[config.mk]
export PLATFORM = sky130hd
export DESIGN_NAME = serial_time_sync_clock_flat
export DESIGN_NICKNAME = d
export VERILOG_FILES = /design/src/hdl/stsc_pkg.sv /design/src/hdl/stsc_if.sv /design/src/hdl/stsc_line.sv /design/src/hdl/stsc_time.sv /design/src/hdl/serial_time_sync_clock.sv /design/src/flat_wrapper.sv
export SDC_FILE = /design/constraint.sdc
export NUM_CORES = 1
export LEC_CHECK = 0
export BUFFER_PORTS_ARGS = -buffer_cell sky130_fd_sc_hd__buf_2
export CAP_MARGIN = 20
export CORE_MARGIN = 5
export CORE_UTILIZATION = 64
export DETAILED_ROUTE_END_ITERATION = 8
export GPL_ROUTABILITY_DRIVEN = 1
export PLACE_DENSITY = 0.87
export SLEW_MARGIN = 20
export SYNTH_ARGS = -nofsm -noshare
export SYNTH_HDL_FRONTEND = slang
export SYNTH_HIERARCHICAL = 1
export SYNTH_SLANG_ARGS = --single-unit
[constraint.sdc]
create_clock -name clk_i -period 7.95 [get_ports clk_i]
set_input_delay 1.59 -clock clk_i [delete_from_list [all_inputs] [get_ports clk_i]]
set_output_delay 1.59 -clock clk_i [all_outputs]
set_load 0.01 [all_outputs]
[src/hdl/stsc_pkg.sv]
// stsc_pkg: shared constants, types and helpers of the serial time-sync clock
// no dependencies
`timescale 1ns / 1ps

package stsc_pkg;

  localparam int LINE_CAPACITY = 32;
  localparam int FRAME_LENGTH  = 22;
  localparam int DATE_LENGTH   = 10;
  localparam int LEN_W         = $clog2(LINE_CAPACITY);
  localparam int IDX_W         = $clog2(FRAME_LENGTH);
  localparam int DATE_W        = 8 * DATE_LENGTH;

  localparam logic FUNC_BYTE = 1'b0;
  localparam logic FUNC_TICK = 1'b1;

  localparam logic [7:0] CHAR_CR    = 8'h0D;
  localparam logic [7:0] CHAR_LF    = 8'h0A;
  localparam logic [7:0] CHAR_T     = 8'h54;
  localparam logic [7:0] CHAR_COLON = 8'h3A;
  localparam logic [7:0] CHAR_DASH  = 8'h2D;
  localparam logic [7:0] CHAR_SPACE = 8'h20;
  localparam logic [7:0] CHAR_ZERO  = 8'h30;

  localparam logic [7:0] HOURS_PER_DAY = 8'd24;
  localparam logic [7:0] UNITS_PER_MIN = 8'd60;
  localparam logic [5:0] LAST_UNIT     = 6'd59;
  localparam logic [4:0] LAST_HOUR     = 5'd23;

  // "2026-01-01", character 0 in the top byte
  localparam logic [DATE_W-1:0] RESET_DATE = 80'h32_30_32_36_2D_30_31_2D_30_31;

  typedef struct packed {
    logic       func;
    logic [7:0] rx_byte;
  } item_t;

  typedef struct packed {
    logic              taken;
    logic [4:0]        hours;
    logic [5:0]        minutes;
    logic [5:0]        seconds;
    logic [DATE_W-1:0] date;
  } frame_t;

  typedef struct packed {
    logic [4:0]        hours;
    logic [5:0]        minutes;
    logic [5:0]        seconds;
    logic              synced;
    logic [DATE_W-1:0] date;
  } clock_t;

  function automatic logic [7:0] two_digit(input logic [7:0] hi, input logic [7:0] lo);
    logic [7:0] h;
    logic [7:0] l;
    h = hi - CHAR_ZERO;
    l = lo - CHAR_ZERO;
    return (h << 3) + (h << 1) + l;
  endfunction

endpackage

[src/hdl/stsc_if.sv]
// stsc_in_if, stsc_out_if: valid/ready channels of the serial time-sync clock
// no dependencies
`timescale 1ns / 1ps

interface stsc_in_if;
  logic       valid;
  logic       ready;
  logic       func;
  logic [7:0] rx_byte;

  modport source (output valid, output func, output rx_byte, input ready);
  modport sink   (input valid, input func, input rx_byte, output ready);
endinterface

interface stsc_out_if;
  logic        valid;
  logic        ready;
  logic [4:0]  hours;
  logic [5:0]  minutes;
  logic [5:0]  seconds;
  logic        synced;
  logic [39:0] date_head;
  logic [39:0] date_tail;
  logic        frame_taken;

  modport source (output valid, output hours, output minutes, output seconds,
                  output synced, output date_head, output date_tail,
                  output frame_taken, input ready);
  modport sink   (input valid, input hours, input minutes, input seconds,
                  input synced, input date_head, input date_tail,
                  input frame_taken, output ready);
endinterface

[src/hdl/stsc_line.sv]
// stsc_line: received line store and time frame check
// depends on stsc_pkg
`timescale 1ns / 1ps

module stsc_line (
  input  logic           clk_i,
  input  logic           rst_ni,
  input  logic           step_i,
  input  stsc_pkg::item_t item_i,
  output stsc_pkg::frame_t frame_o
);
  import stsc_pkg::*;

  logic [7:0]       store_q [FRAME_LENGTH];
  logic [LEN_W-1:0] len_q, len_d;
  logic             is_byte, is_cr, is_lf, store_en, shape_ok, range_ok;
  logic [7:0]       h_val, m_val, s_val;

  assign is_byte  = step_i && (item_i.func == FUNC_BYTE);
  assign is_cr    = item_i.rx_byte == CHAR_CR;
  assign is_lf    = item_i.rx_byte == CHAR_LF;
  assign store_en = is_byte && !is_cr && !is_lf &&
                    (len_q < LEN_W'(LINE_CAPACITY - 1)) && (len_q < LEN_W'(FRAME_LENGTH));

  always_comb begin
    len_d = len_q;
    if (is_byte && !is_cr) begin
      if (is_lf) begin
        len_d = '0;
      end else if (len_q < LEN_W'(LINE_CAPACITY - 1)) begin
        len_d = len_q + LEN_W'(1);
      end else begin
        len_d = '0;
      end
    end
  end

  always_ff @(posedge clk_i or negedge rst_ni) begin
    if (!rst_ni) begin
      len_q <= '0;
    end else begin
      len_q <= len_d;
    end
  end

  always_ff @(posedge clk_i) begin
    if (store_en) begin
      store_q[len_q[IDX_W-1:0]] <= item_i.rx_byte;
    end
  end

  assign shape_ok = (len_q == LEN_W'(FRAME_LENGTH)) &&
                    (store_q[0] == CHAR_T) && (store_q[1] == CHAR_COLON) &&
                    (store_q[6] == CHAR_DASH) && (store_q[9] == CHAR_DASH) &&
                    (store_q[12] == CHAR_SPACE) &&
                    (store_q[15] == CHAR_COLON) && (store_q[18] == CHAR_COLON);

  assign h_val    = two_digit(store_q[13], store_q[14]);
  assign m_val    = two_digit(store_q[16], store_q[17]);
  assign s_val    = two_digit(store_q[19], store_q[20]);
  assign range_ok = (h_val < HOURS_PER_DAY) && (m_val < UNITS_PER_MIN) &&
                    (s_val < UNITS_PER_MIN);

  always_comb begin
    frame_o.taken   = is_byte && is_lf && shape_ok && range_ok;
    frame_o.hours   = h_val[4:0];
    frame_o.minutes = m_val[5:0];
    frame_o.seconds = s_val[5:0];
    for (int i = 0; i < DATE_LENGTH; i++) begin
      frame_o.date[DATE_W-1-8*i -: 8] = store_q[2+i];
    end
  end

endmodule

[src/hdl/stsc_time.sv]
// stsc_time: time of day counters, date and synced flag
// depends on stsc_pkg
`timescale 1ns / 1ps

module stsc_time (
  input  logic             clk_i,
  input  logic             rst_ni,
  input  logic             tick_i,
  input  stsc_pkg::frame_t frame_i,
  output stsc_pkg::clock_t clock_d_o
);
  import stsc_pkg::*;

  clock_t clock_q, clock_d;

  always_comb begin
    clock_d = clock_q;
    if (frame_i.taken) begin
      clock_d.hours   = frame_i.hours;
      clock_d.minutes = frame_i.minutes;
      clock_d.seconds = frame_i.seconds;
      clock_d.date    = frame_i.date;
      clock_d.synced  = 1'b1;
    end else if (tick_i) begin
      if (clock_q.seconds < LAST_UNIT) begin
        clock_d.seconds = clock_q.seconds + 6'd1;
      end else begin
        clock_d.seconds = '0;
        if (clock_q.minutes < LAST_UNIT) begin
          clock_d.minutes = clock_q.minutes + 6'd1;
        end else begin
          clock_d.minutes = '0;
          clock_d.hours   = (clock_q.hours >= LAST_HOUR) ? 5'd0 : clock_q.hours + 5'd1;
        end
      end
    end
  end

  always_ff @(posedge clk_i or negedge rst_ni) begin
    if (!rst_ni) begin
      clock_q.hours   <= '0;
      clock_q.minutes <= '0;
      clock_q.seconds <= '0;
      clock_q.synced  <= 1'b0;
      clock_q.date    <= RESET_DATE;
    end else begin
      clock_q <= clock_d;
    end
  end

  assign clock_d_o = clock_d;

endmodule

[src/hdl/serial_time_sync_clock.sv]
// serial_time_sync_clock: top level with input register and result register
// depends on stsc_pkg, stsc_if, stsc_line, stsc_time
//
// One item a cycle unless stalled: an item sits in the input register, where
// the line check and the clock update run, and its result moves to the result
// register; the input register lets one more item in while a result waits.
// Each item, byte or tick, gives exactly one result: the clock after the item,
// with frame_taken high when a line feed ended a valid "T:date time" line.
`timescale 1ns / 1ps

module serial_time_sync_clock (
  input logic        clk_i,
  input logic        rst_ni,
  stsc_in_if.sink    in_i,
  stsc_out_if.source out_o
);
  import stsc_pkg::*;

  item_t  item_q;
  logic   in_v_q;
  logic   out_v_q;
  logic   adv;
  clock_t clock_d;
  clock_t res_q;
  logic   taken_q;
  frame_t frame;

  assign adv        = in_v_q && (!out_v_q || out_o.ready);
  assign in_i.ready = !in_v_q || adv;

  always_ff @(posedge clk_i or negedge rst_ni) begin
    if (!rst_ni) begin
      in_v_q  <= 1'b0;
      out_v_q <= 1'b0;
    end else begin
      if (in_i.ready) begin
        in_v_q <= in_i.valid;
      end
      if (adv) begin
        out_v_q <= 1'b1;
      end else if (out_o.ready) begin
        out_v_q <= 1'b0;
      end
    end
  end

  always_ff @(posedge clk_i) begin
    if (in_i.valid && in_i.ready) begin
      item_q.func    <= in_i.func;
      item_q.rx_byte <= in_i.rx_byte;
    end
    if (adv) begin
      res_q   <= clock_d;
      taken_q <= frame.taken;
    end
  end

  stsc_line u_line (
    .clk_i   (clk_i),
    .rst_ni  (rst_ni),
    .step_i  (adv),
    .item_i  (item_q),
    .frame_o (frame)
  );

  stsc_time u_time (
    .clk_i     (clk_i),
    .rst_ni    (rst_ni),
    .tick_i    (adv && (item_q.func == FUNC_TICK)),
    .frame_i   (frame),
    .clock_d_o (clock_d)
  );

  assign out_o.valid       = out_v_q;
  assign out_o.hours       = res_q.hours;
  assign out_o.minutes     = res_q.minutes;
  assign out_o.seconds     = res_q.seconds;
  assign out_o.synced      = res_q.synced;
  assign out_o.date_head   = res_q.date[DATE_W-1 -: 40];
  assign out_o.date_tail   = res_q.date[39:0];
  assign out_o.frame_taken = taken_q;

  a_taken_synced : assert property (@(posedge clk_i) disable iff (!rst_ni)
    out_v_q && taken_q |-> res_q.synced)
    else $error("frame taken without synced");

  a_time_range : assert property (@(posedge clk_i) disable iff (!rst_ni)
    out_v_q |-> (res_q.hours < 5'd24) && (res_q.minutes < 6'd60) && (res_q.seconds < 6'd60))
    else $error("clock out of range");

  a_adv_result : assert property (@(posedge clk_i) disable iff (!rst_ni)
    adv |=> out_v_q)
    else $error("result lost after advance");

  a_stall_full : assert property (@(posedge clk_i) disable iff (!rst_ni)
    !in_i.ready |-> in_v_q && out_v_q && !out_o.ready)
    else $error("stall without full pipeline");

endmodule
[src/flat_wrapper.sv]
// flat-port wrapper written by rule: the top's interface ports become plain ports
module serial_time_sync_clock_flat import stsc_pkg::*;
  (clk_i, rst_ni, in_i_valid, in_i_func, in_i_rx_byte, in_i_ready, out_o_valid, out_o_hours, out_o_minutes, out_o_seconds, out_o_synced, out_o_date_head, out_o_date_tail, out_o_frame_taken, out_o_ready);
  stsc_in_if in_i_i ();
  stsc_out_if out_o_i ();
  input logic clk_i;
  input logic rst_ni;
  input wire logic [$bits(in_i_i.valid)-1:0] in_i_valid;
  input wire logic [$bits(in_i_i.func)-1:0] in_i_func;
  input wire logic [$bits(in_i_i.rx_byte)-1:0] in_i_rx_byte;
  output wire logic [$bits(in_i_i.ready)-1:0] in_i_ready;
  output wire logic [$bits(out_o_i.valid)-1:0] out_o_valid;
  output wire logic [$bits(out_o_i.hours)-1:0] out_o_hours;
  output wire logic [$bits(out_o_i.minutes)-1:0] out_o_minutes;
  output wire logic [$bits(out_o_i.seconds)-1:0] out_o_seconds;
  output wire logic [$bits(out_o_i.synced)-1:0] out_o_synced;
  output wire logic [$bits(out_o_i.date_head)-1:0] out_o_date_head;
  output wire logic [$bits(out_o_i.date_tail)-1:0] out_o_date_tail;
  output wire logic [$bits(out_o_i.frame_taken)-1:0] out_o_frame_taken;
  input wire logic [$bits(out_o_i.ready)-1:0] out_o_ready;
  assign in_i_i.valid = in_i_valid;
  assign in_i_i.func = in_i_func;
  assign in_i_i.rx_byte = in_i_rx_byte;
  assign in_i_ready = in_i_i.ready;
  assign out_o_valid = out_o_i.valid;
  assign out_o_hours = out_o_i.hours;
  assign out_o_minutes = out_o_i.minutes;
  assign out_o_seconds = out_o_i.seconds;
  assign out_o_synced = out_o_i.synced;
  assign out_o_date_head = out_o_i.date_head;
  assign out_o_date_tail = out_o_i.date_tail;
  assign out_o_frame_taken = out_o_i.frame_taken;
  assign out_o_i.ready = out_o_ready;
  serial_time_sync_clock u_core (.clk_i(clk_i), .rst_ni(rst_ni), .in_i(in_i_i), .out_o(out_o_i));
endmodule
# == Word level (Yosys, flattened, before mapping) ==
# Memories as Yosys holds them, arrays and structs flattened.
# Index checks and enable logic that the tools add are counted.
# word_totals
wordCells,93
memories,1
mem_bits_rw,176
reg_bits,213
in_bits,13
# op_classes
muxes,14
n_eq_ne,10
n_addsub,16
order_cmp,8
reduce_logical,27
bitwise,1
# mem_list
memory,words,word_bits,read_ports,rd_ports_with_merged_regs,write_ports,line,rtl
u_core.u_line.store_q,22,8,21,0,1,stsc_line.sv:14,logic [7:0] store_q [FRAME_LENGTH];
# ops
operator,n
81-bit two-way mux,1
8-bit adder,6
"8-bit by 6-bit equality test with 1-bit output, second input constant",6
17-bit two-way mux,2
"8-bit by 6-bit subtractor with 8-bit output, second input constant",3
"7-bit by 6-bit subtractor with 7-bit output, second input constant",3
1-bit logical AND,20
5-bit two-way mux,4
"8-bit by 4-bit equality test with 1-bit output, second input constant",2
"8-bit by 6-bit less-than comparator with 1-bit output, second input constant",2
"6-bit by 1-bit adder with 6-bit output, second input constant",2
"6-bit less-than comparator, second input constant",2
6-bit two-way mux,2
11-bit two-way mux,1
"5-bit by 1-bit adder with 5-bit output, second input constant",2
"5-bit less-than comparator, second input constant",2
"8-bit by 7-bit equality test with 1-bit output, second input constant",1
"8-bit by 5-bit less-than comparator with 1-bit output, second input constant",1
"5-bit equality test, second input constant",1
"5-bit greater-or-equal comparator, second input constant",1
1-bit logical NOT,4
1-bit two-way mux,4
1-bit logical OR,2
2-bit nonzero test,1
1-bit inverter,1

# == Logic depth before layout (Yosys ltp) ==
# Gate-level depths: netlist of run 1.
# depth
ltp_word,11
mapped_depth,18

# == By module ==
# Netlist of run 1, hierarchy kept.
# by_module_without_submodules
module,instances,cells_each,area_per_inst_um2
stsc_line,1,398,6985.4
stsc_time,1,293,4110.2
serial_time_sync_clock,1,117,3355.7

# == Worst setup path before layout of run 1 ==
# OpenSTA, ideal clock, no wires.
# synth_path
kind,in2reg
startpoint,in out_o_ready
endpoint,"reg u_core.res_q, in the netlist u_core/out_o.date_head[20] (data pin)"
required_time_ps,7687
setup_ps,263
t_arrival_ps,6313
path_buffers,3
cell_stages,11
slack_ps,1373
path_cell_list,nand2b_2 > and2_1 > nor4bb_1 > nand4_1 > nor4_1 > nand4b_1 > nor4_1 > clkbuf_1 > clkbuf_1 > buf_2 > mux2_2
# synth_rtl
item,line,rtl
from (decl),flat_wrapper.sv:20,input wire logic [$bits(out_o_i.ready)-1:0] out_o_ready;
to (signal assigned),serial_time_sync_clock.sv:53,res_q <= clock_d;
to (decl),serial_time_sync_clock.sv:24,clock_t res_q;

==> impl_metrics.env, run 1 <==
export IMPL_status="finished clean"
export IMPL_final_max_slew_viol_count=0
export IMPL_synthCells=808
export IMPL_cts_tree="done"
export IMPL_synthTopCellsByArea="edfxtp_1, dfrtp_1, mux2_2"
export IMPL_vias=7387
export IMPL_routed_wl_um=28000
export IMPL_final_util_pct=73.7
export IMPL_power_leakage_nw=6.66
export IMPL_num_rows=55
export IMPL_cts_htree_levels=2
export IMPL_cts_sinks=378
export IMPL_fmax_mhz=214
export IMPL_synth_most_common_cell="edfxtp_1"
export IMPL_worst_slack_ps=3270
export IMPL_synth_async_reset_ratio_pct=27.8
export IMPL_pre_cts_slack_ps=2720
export IMPL_track_usage_pct=22.2
export IMPL_r2r_slack_ps=3360
export IMPL_gp_congestion=0.798
export IMPL_finalHoldViolCount=0
export IMPL_timing_critical_path_to="u_core/out_o.hours[2]$_DFFE_PP_"
export IMPL_synth_enable_flop_cells=273
export IMPL_ys_seq_elements=378
export IMPL_reg2reg_depth=14
export IMPL_grt_max_degree=80
export IMPL_placed_area_um2=15400
export IMPL_setup_violations_final=0
export IMPL_syn_cell_area_um2=14500
export IMPL_cts_root_buf="clkbuf_16"
export IMPL_regArea_um2=10900
export IMPL_via_per_inst=5.85
export IMPL_grt_pass1_wl_um=44400
export IMPL_cts_buffer_depth=3
export IMPL_die_h_um=160
export IMPL_hp_class="register to register"
export IMPL_cp_start_kind="input pin"
export IMPL_highest_layer="met4"
export IMPL_r2r_end="u_core/out_o.hours[2]$_DFFE_PP_"
export IMPL_antenna_found_initial=0
export IMPL_num_antenna_cells=0
export IMPL_yosys_area_top_type="edfxtp_1"
export IMPL_synth_top_cells_by_count="edfxtp_1, mux2_2, dfrtp_1, inv_1, ha_1"
export IMPL_path_max_fanout=79
export IMPL_port_buffers=113
export IMPL_multi_input_area_um2=3310
export IMPL_routed_wl_met2_um=14300
export IMPL_ant_nets=0
export IMPL_post_cts_resized=0
export IMPL_drt_met1_wl_um=11300
export IMPL_dieArea_um2=25700
export IMPL_instances_no_fill=1262
export IMPL_cts_setup_buffers=0
export IMPL_syn_nets=879
export IMPL_slew_headroom_pct=30.4
export IMPL_timing_rr_start="u_core/u_line/store_q[14][3]$_DFFE_PP_"
export IMPL_cap_violations=0
export IMPL_num_fill_cells=1239
export IMPL_vdd_drop_max_mv=0.180
export IMPL_drc=0
export IMPL_final_nets=1020
export IMPL_yosysWarnings=6
export IMPL_required_ps=8200
export IMPL_synth_ff_type="edfxtp_1"
export IMPL_core_um2=22400
export IMPL_synthToLayoutAreaGrowth_pct=14.3
export IMPL_tightest_slew_ps=1040
export IMPL_start_util_pct=64.4
export IMPL_holdBufCountCts=0
export IMPL_seq_area_frac_synth_pct=75.2
export IMPL_crit_arrival_ps=4930
export IMPL_clk_pin_slew_worst_paths_ps=60
export IMPL_wl_per_cell_um=22.2
export IMPL_place_hpwl_um=16000
export IMPL_dp_cells=1195
export IMPL_first_pass_iters=6
export IMPL_grt_pass1_vias=7816
export IMPL_avgSynthCellArea_um2=17.9
export IMPL_overflow=0
export IMPL_ys_types=64
export IMPL_ios=114
export IMPL_netlist_area_leader_share_pct=56.7
export IMPL_die_width_um=160
export IMPL_rsz0062_at_grt="false"
export IMPL_drtIter0Drc=675
export IMPL_period_share_pct=58.9
export IMPL_drive_above_1_share_pct=31.5
export IMPL_finalCriticalPeriod_ps=4680
export IMPL_cp_end_kind="register"
export IMPL_fin_skew_ps=28.7
export IMPL_cts_made_buffers=37
export IMPL_cp_startpoint="out_o_ready"
export IMPL_critPathKind="input pin to register"
export IMPL_p_per_area_nw_per_um2=255
export IMPL_tns_ps=0
export IMPL_fin_area_um2=16500
export IMPL_insertion_delay_ps=530
export IMPL_wl_met3_um=1830
-- kinds of logic (layout without fill, tap and decap cells) --
kind of cell / after synthesis / count (layout) / synth area share (%)
flops: 378 / 378 / 75.2
simple gates: 125 / 125 / 5.48
mux: 87 / 87 / 6.75
buf+inv: 73 / 242 / 2.11
compound gates: 62 / 62 / 3.07
fa+ha+maj: 58 / 58 / 5.80
xor+xnor: 25 / 25 / 1.61
-- through the flow --
stage | total power [W] | hold WS (ps)
2_1_floorplan | 0.00247 | 421
3_3_place_gp | 0.00258 | 434
6_report | 0.00422 | 463
3_5_place_dp | 0.00259 | 433
4_1_cts | 0.00425 | 464
5_1_grt | 0.00437 | 478
-- sequential cells by signal (all words and copies together) (netlist names) --
signal / flops
u_core/in_v_q: 1
u_core/item_q: 9
u_core/out_o.date_head: 40
u_core/out_o.date_tail: 40
u_core/out_o.frame_taken: 1
u_core/out_o.hours: 5
u_core/out_o.minutes: 6
u_core/out_o.seconds: 6
u_core/out_o.synced: 1
u_core/out_o.valid: 1
u_core/u_line/len_q: 5
u_core/u_line/store_q: 165
u_core/u_time/clock_q: 98
-- placed cells by master (no fill, tap or decap), types with 9 or more instances in the layout --
cell,count
a21oi_1,17
mux2_2,84
nor2_1,16
xor2_1,9
nand2_1,19
ha_1,43
dfstp_2,30
nor4_1,11
clkbuf_1,16
o21ai_0,9
buf_4,13
xnor2_1,15
buf_2,112
clkbuf_16,38
fa_1,15
edfxtp_1,273
inv_1,50
nand3_1,11
dfrtp_1,75
-- per-layer routing --
metal / vias to the layer above / GRT usage (%)
li1: 3299 / -
met1: 3740 / 30.7
met2: 298 / 37.3
met3: 50 / 3.72
met4: 0 / 5.94
met5: - / 0
-- critical path, cell delays in order --
cell and delay (ps):
buf_2 80, nand2b_2 120, and2_4 470, nor4bb_1 420, nand4_1 130, nor4_1 250
nand4b_1 170, nor4_2 330, buf_4 800, nand2b_1 220, a211oi_1 50, a21oi_1 130
o211ai_1 120
-- where the power goes --
group          internal (W)  total, W  switching (W)
sequential          0.00221   0.00228      0.0000711
clock              0.000941   0.00165       0.000709
combinational     0.0000970  0.000283       0.000186
total               0.00325   0.00422       0.000966
-- cell type report --
cell class / count / area share (%)
tap: 285 / 2.16
inverter: 50 / 1.14
timing repair buffer: 125 / 3.98
clock buffer: 59 / 6.53
clock inverter: 8 / 0.439
multi-input combinational: 357 / 20.0
sequential: 378 / 65.7
-- how the worst min path moves through the flow --
stage	start	endpoint	depth (start not counted)
floorplan	u_core/u_time/clock_q[80]$_DFF_PN0_	u_core/u_time/clock_q[80]$_DFF_PN0_	1
global placement	u_core/u_time/clock_q[80]$_DFF_PN0_	u_core/u_time/clock_q[80]$_DFF_PN0_	1
detailed placement	u_core/u_time/clock_q[80]$_DFF_PN0_	u_core/u_time/clock_q[80]$_DFF_PN0_	1
CTS	u_core/u_time/clock_q[80]$_DFF_PN0_	u_core/u_time/clock_q[80]$_DFF_PN0_	1
global route	u_core/u_time/clock_q[80]$_DFF_PN0_	u_core/u_time/clock_q[80]$_DFF_PN0_	1
finish	u_core/u_time/clock_q[80]$_DFF_PN0_	u_core/u_time/clock_q[80]$_DFF_PN0_	1
Power figures use the tool's default switching activity.
==> run 2, diff against run 1 <==
CORE_UTILIZATION = 59   (was 64)
PLACE_DENSITY = 0.82   (was 0.87)
clock period = 4.55 ns   (was 7.95 ns; I/O delays follow)
==> run 2 against run 1 <==
  * Cell area up 1.2%
  * Worst hold slack lost 78 ps
  * Clock skew is 13 ps lower
  * Wire length shrank 3.7%
  * First-iteration DRC count shrank 15%
  * Highest routed layer unchanged
  * Die area is 7.9% higher
  * Largest cell class unchanged
  * Largest power group unchanged
==> impl_metrics.env, run 2 (synthesis gave the netlist of run 1 again) <==
export IMPL_dieArea_um2=27700
export IMPL_core_um2=24200
export IMPL_largest_reg_flops=165
export IMPL_first_pass_iters=5
export IMPL_cp_start_kind="register"
export IMPL_grt_pass1_vias=7752
export IMPL_vdd_drop_max_mv=0.351
export IMPL_cts_root_buf="clkbuf_16"
export IMPL_track_usage_pct=19.5
export IMPL_placed_area_um2=15600
export IMPL_cts_sinks=378
export IMPL_cts_tree="done"
export IMPL_cts_buffer_depth=3
export IMPL_tns_ps=0
export IMPL_power_leakage_nw=6.74
export IMPL_period_share_pct=93.9
export IMPL_fmax_mhz=234
export IMPL_final_nets=1033
export IMPL_drive_above_1_share_pct=32.4
export IMPL_finalCriticalPeriod_ps=4270
export IMPL_pre_cts_slack_ps=146
export IMPL_routed_wl_um=27000
export IMPL_regArea_um2=10900
export IMPL_via_per_inst=5.60
export IMPL_antenna_found_initial=0
export IMPL_final_common_cell="edfxtp_1"
export IMPL_ios=114
export IMPL_insertion_delay_ps=530
export IMPL_r2r_end="u_core/out_o.date_tail[3]$_DFFE_PP_"
export IMPL_fin_area_um2=16700
export IMPL_num_fill_cells=1565
export IMPL_p_seq_share_pct=54.4
export IMPL_dp_cells=1247
export IMPL_hp_class="input pin to asynchronous set/reset pin"
export IMPL_die_width_um=167
export IMPL_port_buffers=113
export IMPL_tightest_slew_ps=962
export IMPL_holdBufCountCts=0
export IMPL_reg2reg_depth=12
export IMPL_post_cts_resized=0
export IMPL_finalHoldViolCount=0
export IMPL_multi_input_area_um2=3300
export IMPL_timing_rr_start="u_core/u_line/store_q[13][0]$_DFFE_PP_"
export IMPL_cp_end_kind="register"
export IMPL_p_int_w=0.00569
export IMPL_worst_slack_ps=276
export IMPL_setup_violations_final=0
export IMPL_fin_skew_ps=15.8
export IMPL_p_switching_w=0.00165
export IMPL_drtIter0Drc=575
export IMPL_status="finished clean"
export IMPL_cap_violations=0
export IMPL_clk_pin_slew_worst_paths_ps=60
export IMPL_swShare_pct=22.5
export IMPL_ant_nets=0
export IMPL_grt_max_degree=69
export IMPL_r2r_slack_ps=280
export IMPL_combPwrFrac_pct=6.5
export IMPL_overflow=0
export IMPL_cts_made_buffers=37
export IMPL_crit_arrival_ps=4540
export IMPL_cts_htree_levels=2
export IMPL_num_rows=57
export IMPL_synthToLayoutAreaGrowth_pct=15.7
export IMPL_gp_congestion=0.800
export IMPL_rsz0062_at_grt="false"
export IMPL_layout_common_cells="edfxtp_1, buf_2, mux2_2, dfrtp_1, inv_1"
export IMPL_cp_startpoint="u_core/u_line/store_q[13][0]$_DFFE_PP_"
export IMPL_final_max_slew_viol_count=0
export IMPL_critPathKind="register to register"
export IMPL_die_h_um=167
export IMPL_slew_headroom_pct=35.9
export IMPL_grt_pass1_wl_um=43000
export IMPL_p_per_area_nw_per_um2=439
export IMPL_instances_no_fill=1315
export IMPL_num_antenna_cells=0
export IMPL_holdWs_ps=386
export IMPL_vias=7368
export IMPL_p_clk_share_pct=39.2
export IMPL_timing_critical_path_to="u_core/out_o.date_tail[3]$_DFFE_PP_"
export IMPL_cts_setup_buffers=0
export IMPL_wl_per_cell_um=20.5
export IMPL_place_hpwl_um=16600
export IMPL_drc=0
export IMPL_start_util_pct=59.6
export IMPL_path_max_fanout=20
export IMPL_required_ps=4820
## run 2: routing by layer
| metal | part of all wire [%] | wire, um | global-route usage (%) | vias to the layer above |
|---|---|---|---|---|
| li1 | - | - | - | 3326 |
| met3 | 5.6 | 1520 | 3.37 | 48 |
| met5 | 0 | 0 | 0 | - |
| met4 | 2.0 | 540 | 4.94 | 0 |
| met1 | 43 | 11600 | 27.1 | 3748 |
| met2 | 49 | 13300 | 32.5 | 246 |
## run 2: critical path, stage by stage (launching register included)
cell,delay [ps]
edfxtp_1,430
fa_1,470
ha_1,310
ha_1,240
fa_1,470
nand2_1,130
nand4_1,140
nor4_2,330
nand4b_1,170
nor4_2,450
buf_4,290
buf_12,190
mux2_2,380
## run 2: power by group through the flow
stage	sequential, W	clock, W	combinational (W)
after floorplan	0.00405	0	0.000258
final	0.00399	0.00287	0.000474
after global placement	0.00405	0	0.000463
after CTS	0.00399	0.00294	0.000479
after global routing	0.00400	0.00311	0.000520
after detailed placement	0.00405	0	0.000473
## run 2: layout make-up
type,instances,area share [%]
Sequential cell,378,65.0
Multi-Input combinational cell,357,19.8
Clock buffer,55,6.19
Timing Repair Buffer,138,4.82
Tap cell,324,2.42
Inverter,50,1.12
Clock inverter,13,0.696
## run 2: worst min-delay path by stage
stage | from | cells after the start | endpoint | slack [ps]
floorplan | u_core/u_time/clock_q[80]$_DFF_PN0_ | 1 | u_core/u_time/clock_q[80]$_DFF_PN0_ | 420
global placement | u_core/u_time/clock_q[80]$_DFF_PN0_ | 1 | u_core/u_time/clock_q[80]$_DFF_PN0_ | 450
detailed placement | u_core/u_time/clock_q[80]$_DFF_PN0_ | 1 | u_core/u_time/clock_q[80]$_DFF_PN0_ | 440
CTS | rst_ni | 1 | u_core/in_v_q$_DFFE_PN0P_ | 420
global route | rst_ni | 1 | u_core/in_v_q$_DFFE_PN0P_ | 430
finish | rst_ni | 1 | u_core/in_v_q$_DFFE_PN0P_ | 390
## run 2: per-stage QoR
stage / total power (W) / utilization [%]
2_1_floorplan: 0.00431 / -
4_1_cts: 0.00740 / 68.9
3_3_place_gp: 0.00451 / 64.2
3_5_place_dp: 0.00453 / 64.2
6_report: 0.00734 / 68.9
5_1_grt: 0.00763 / 68.9
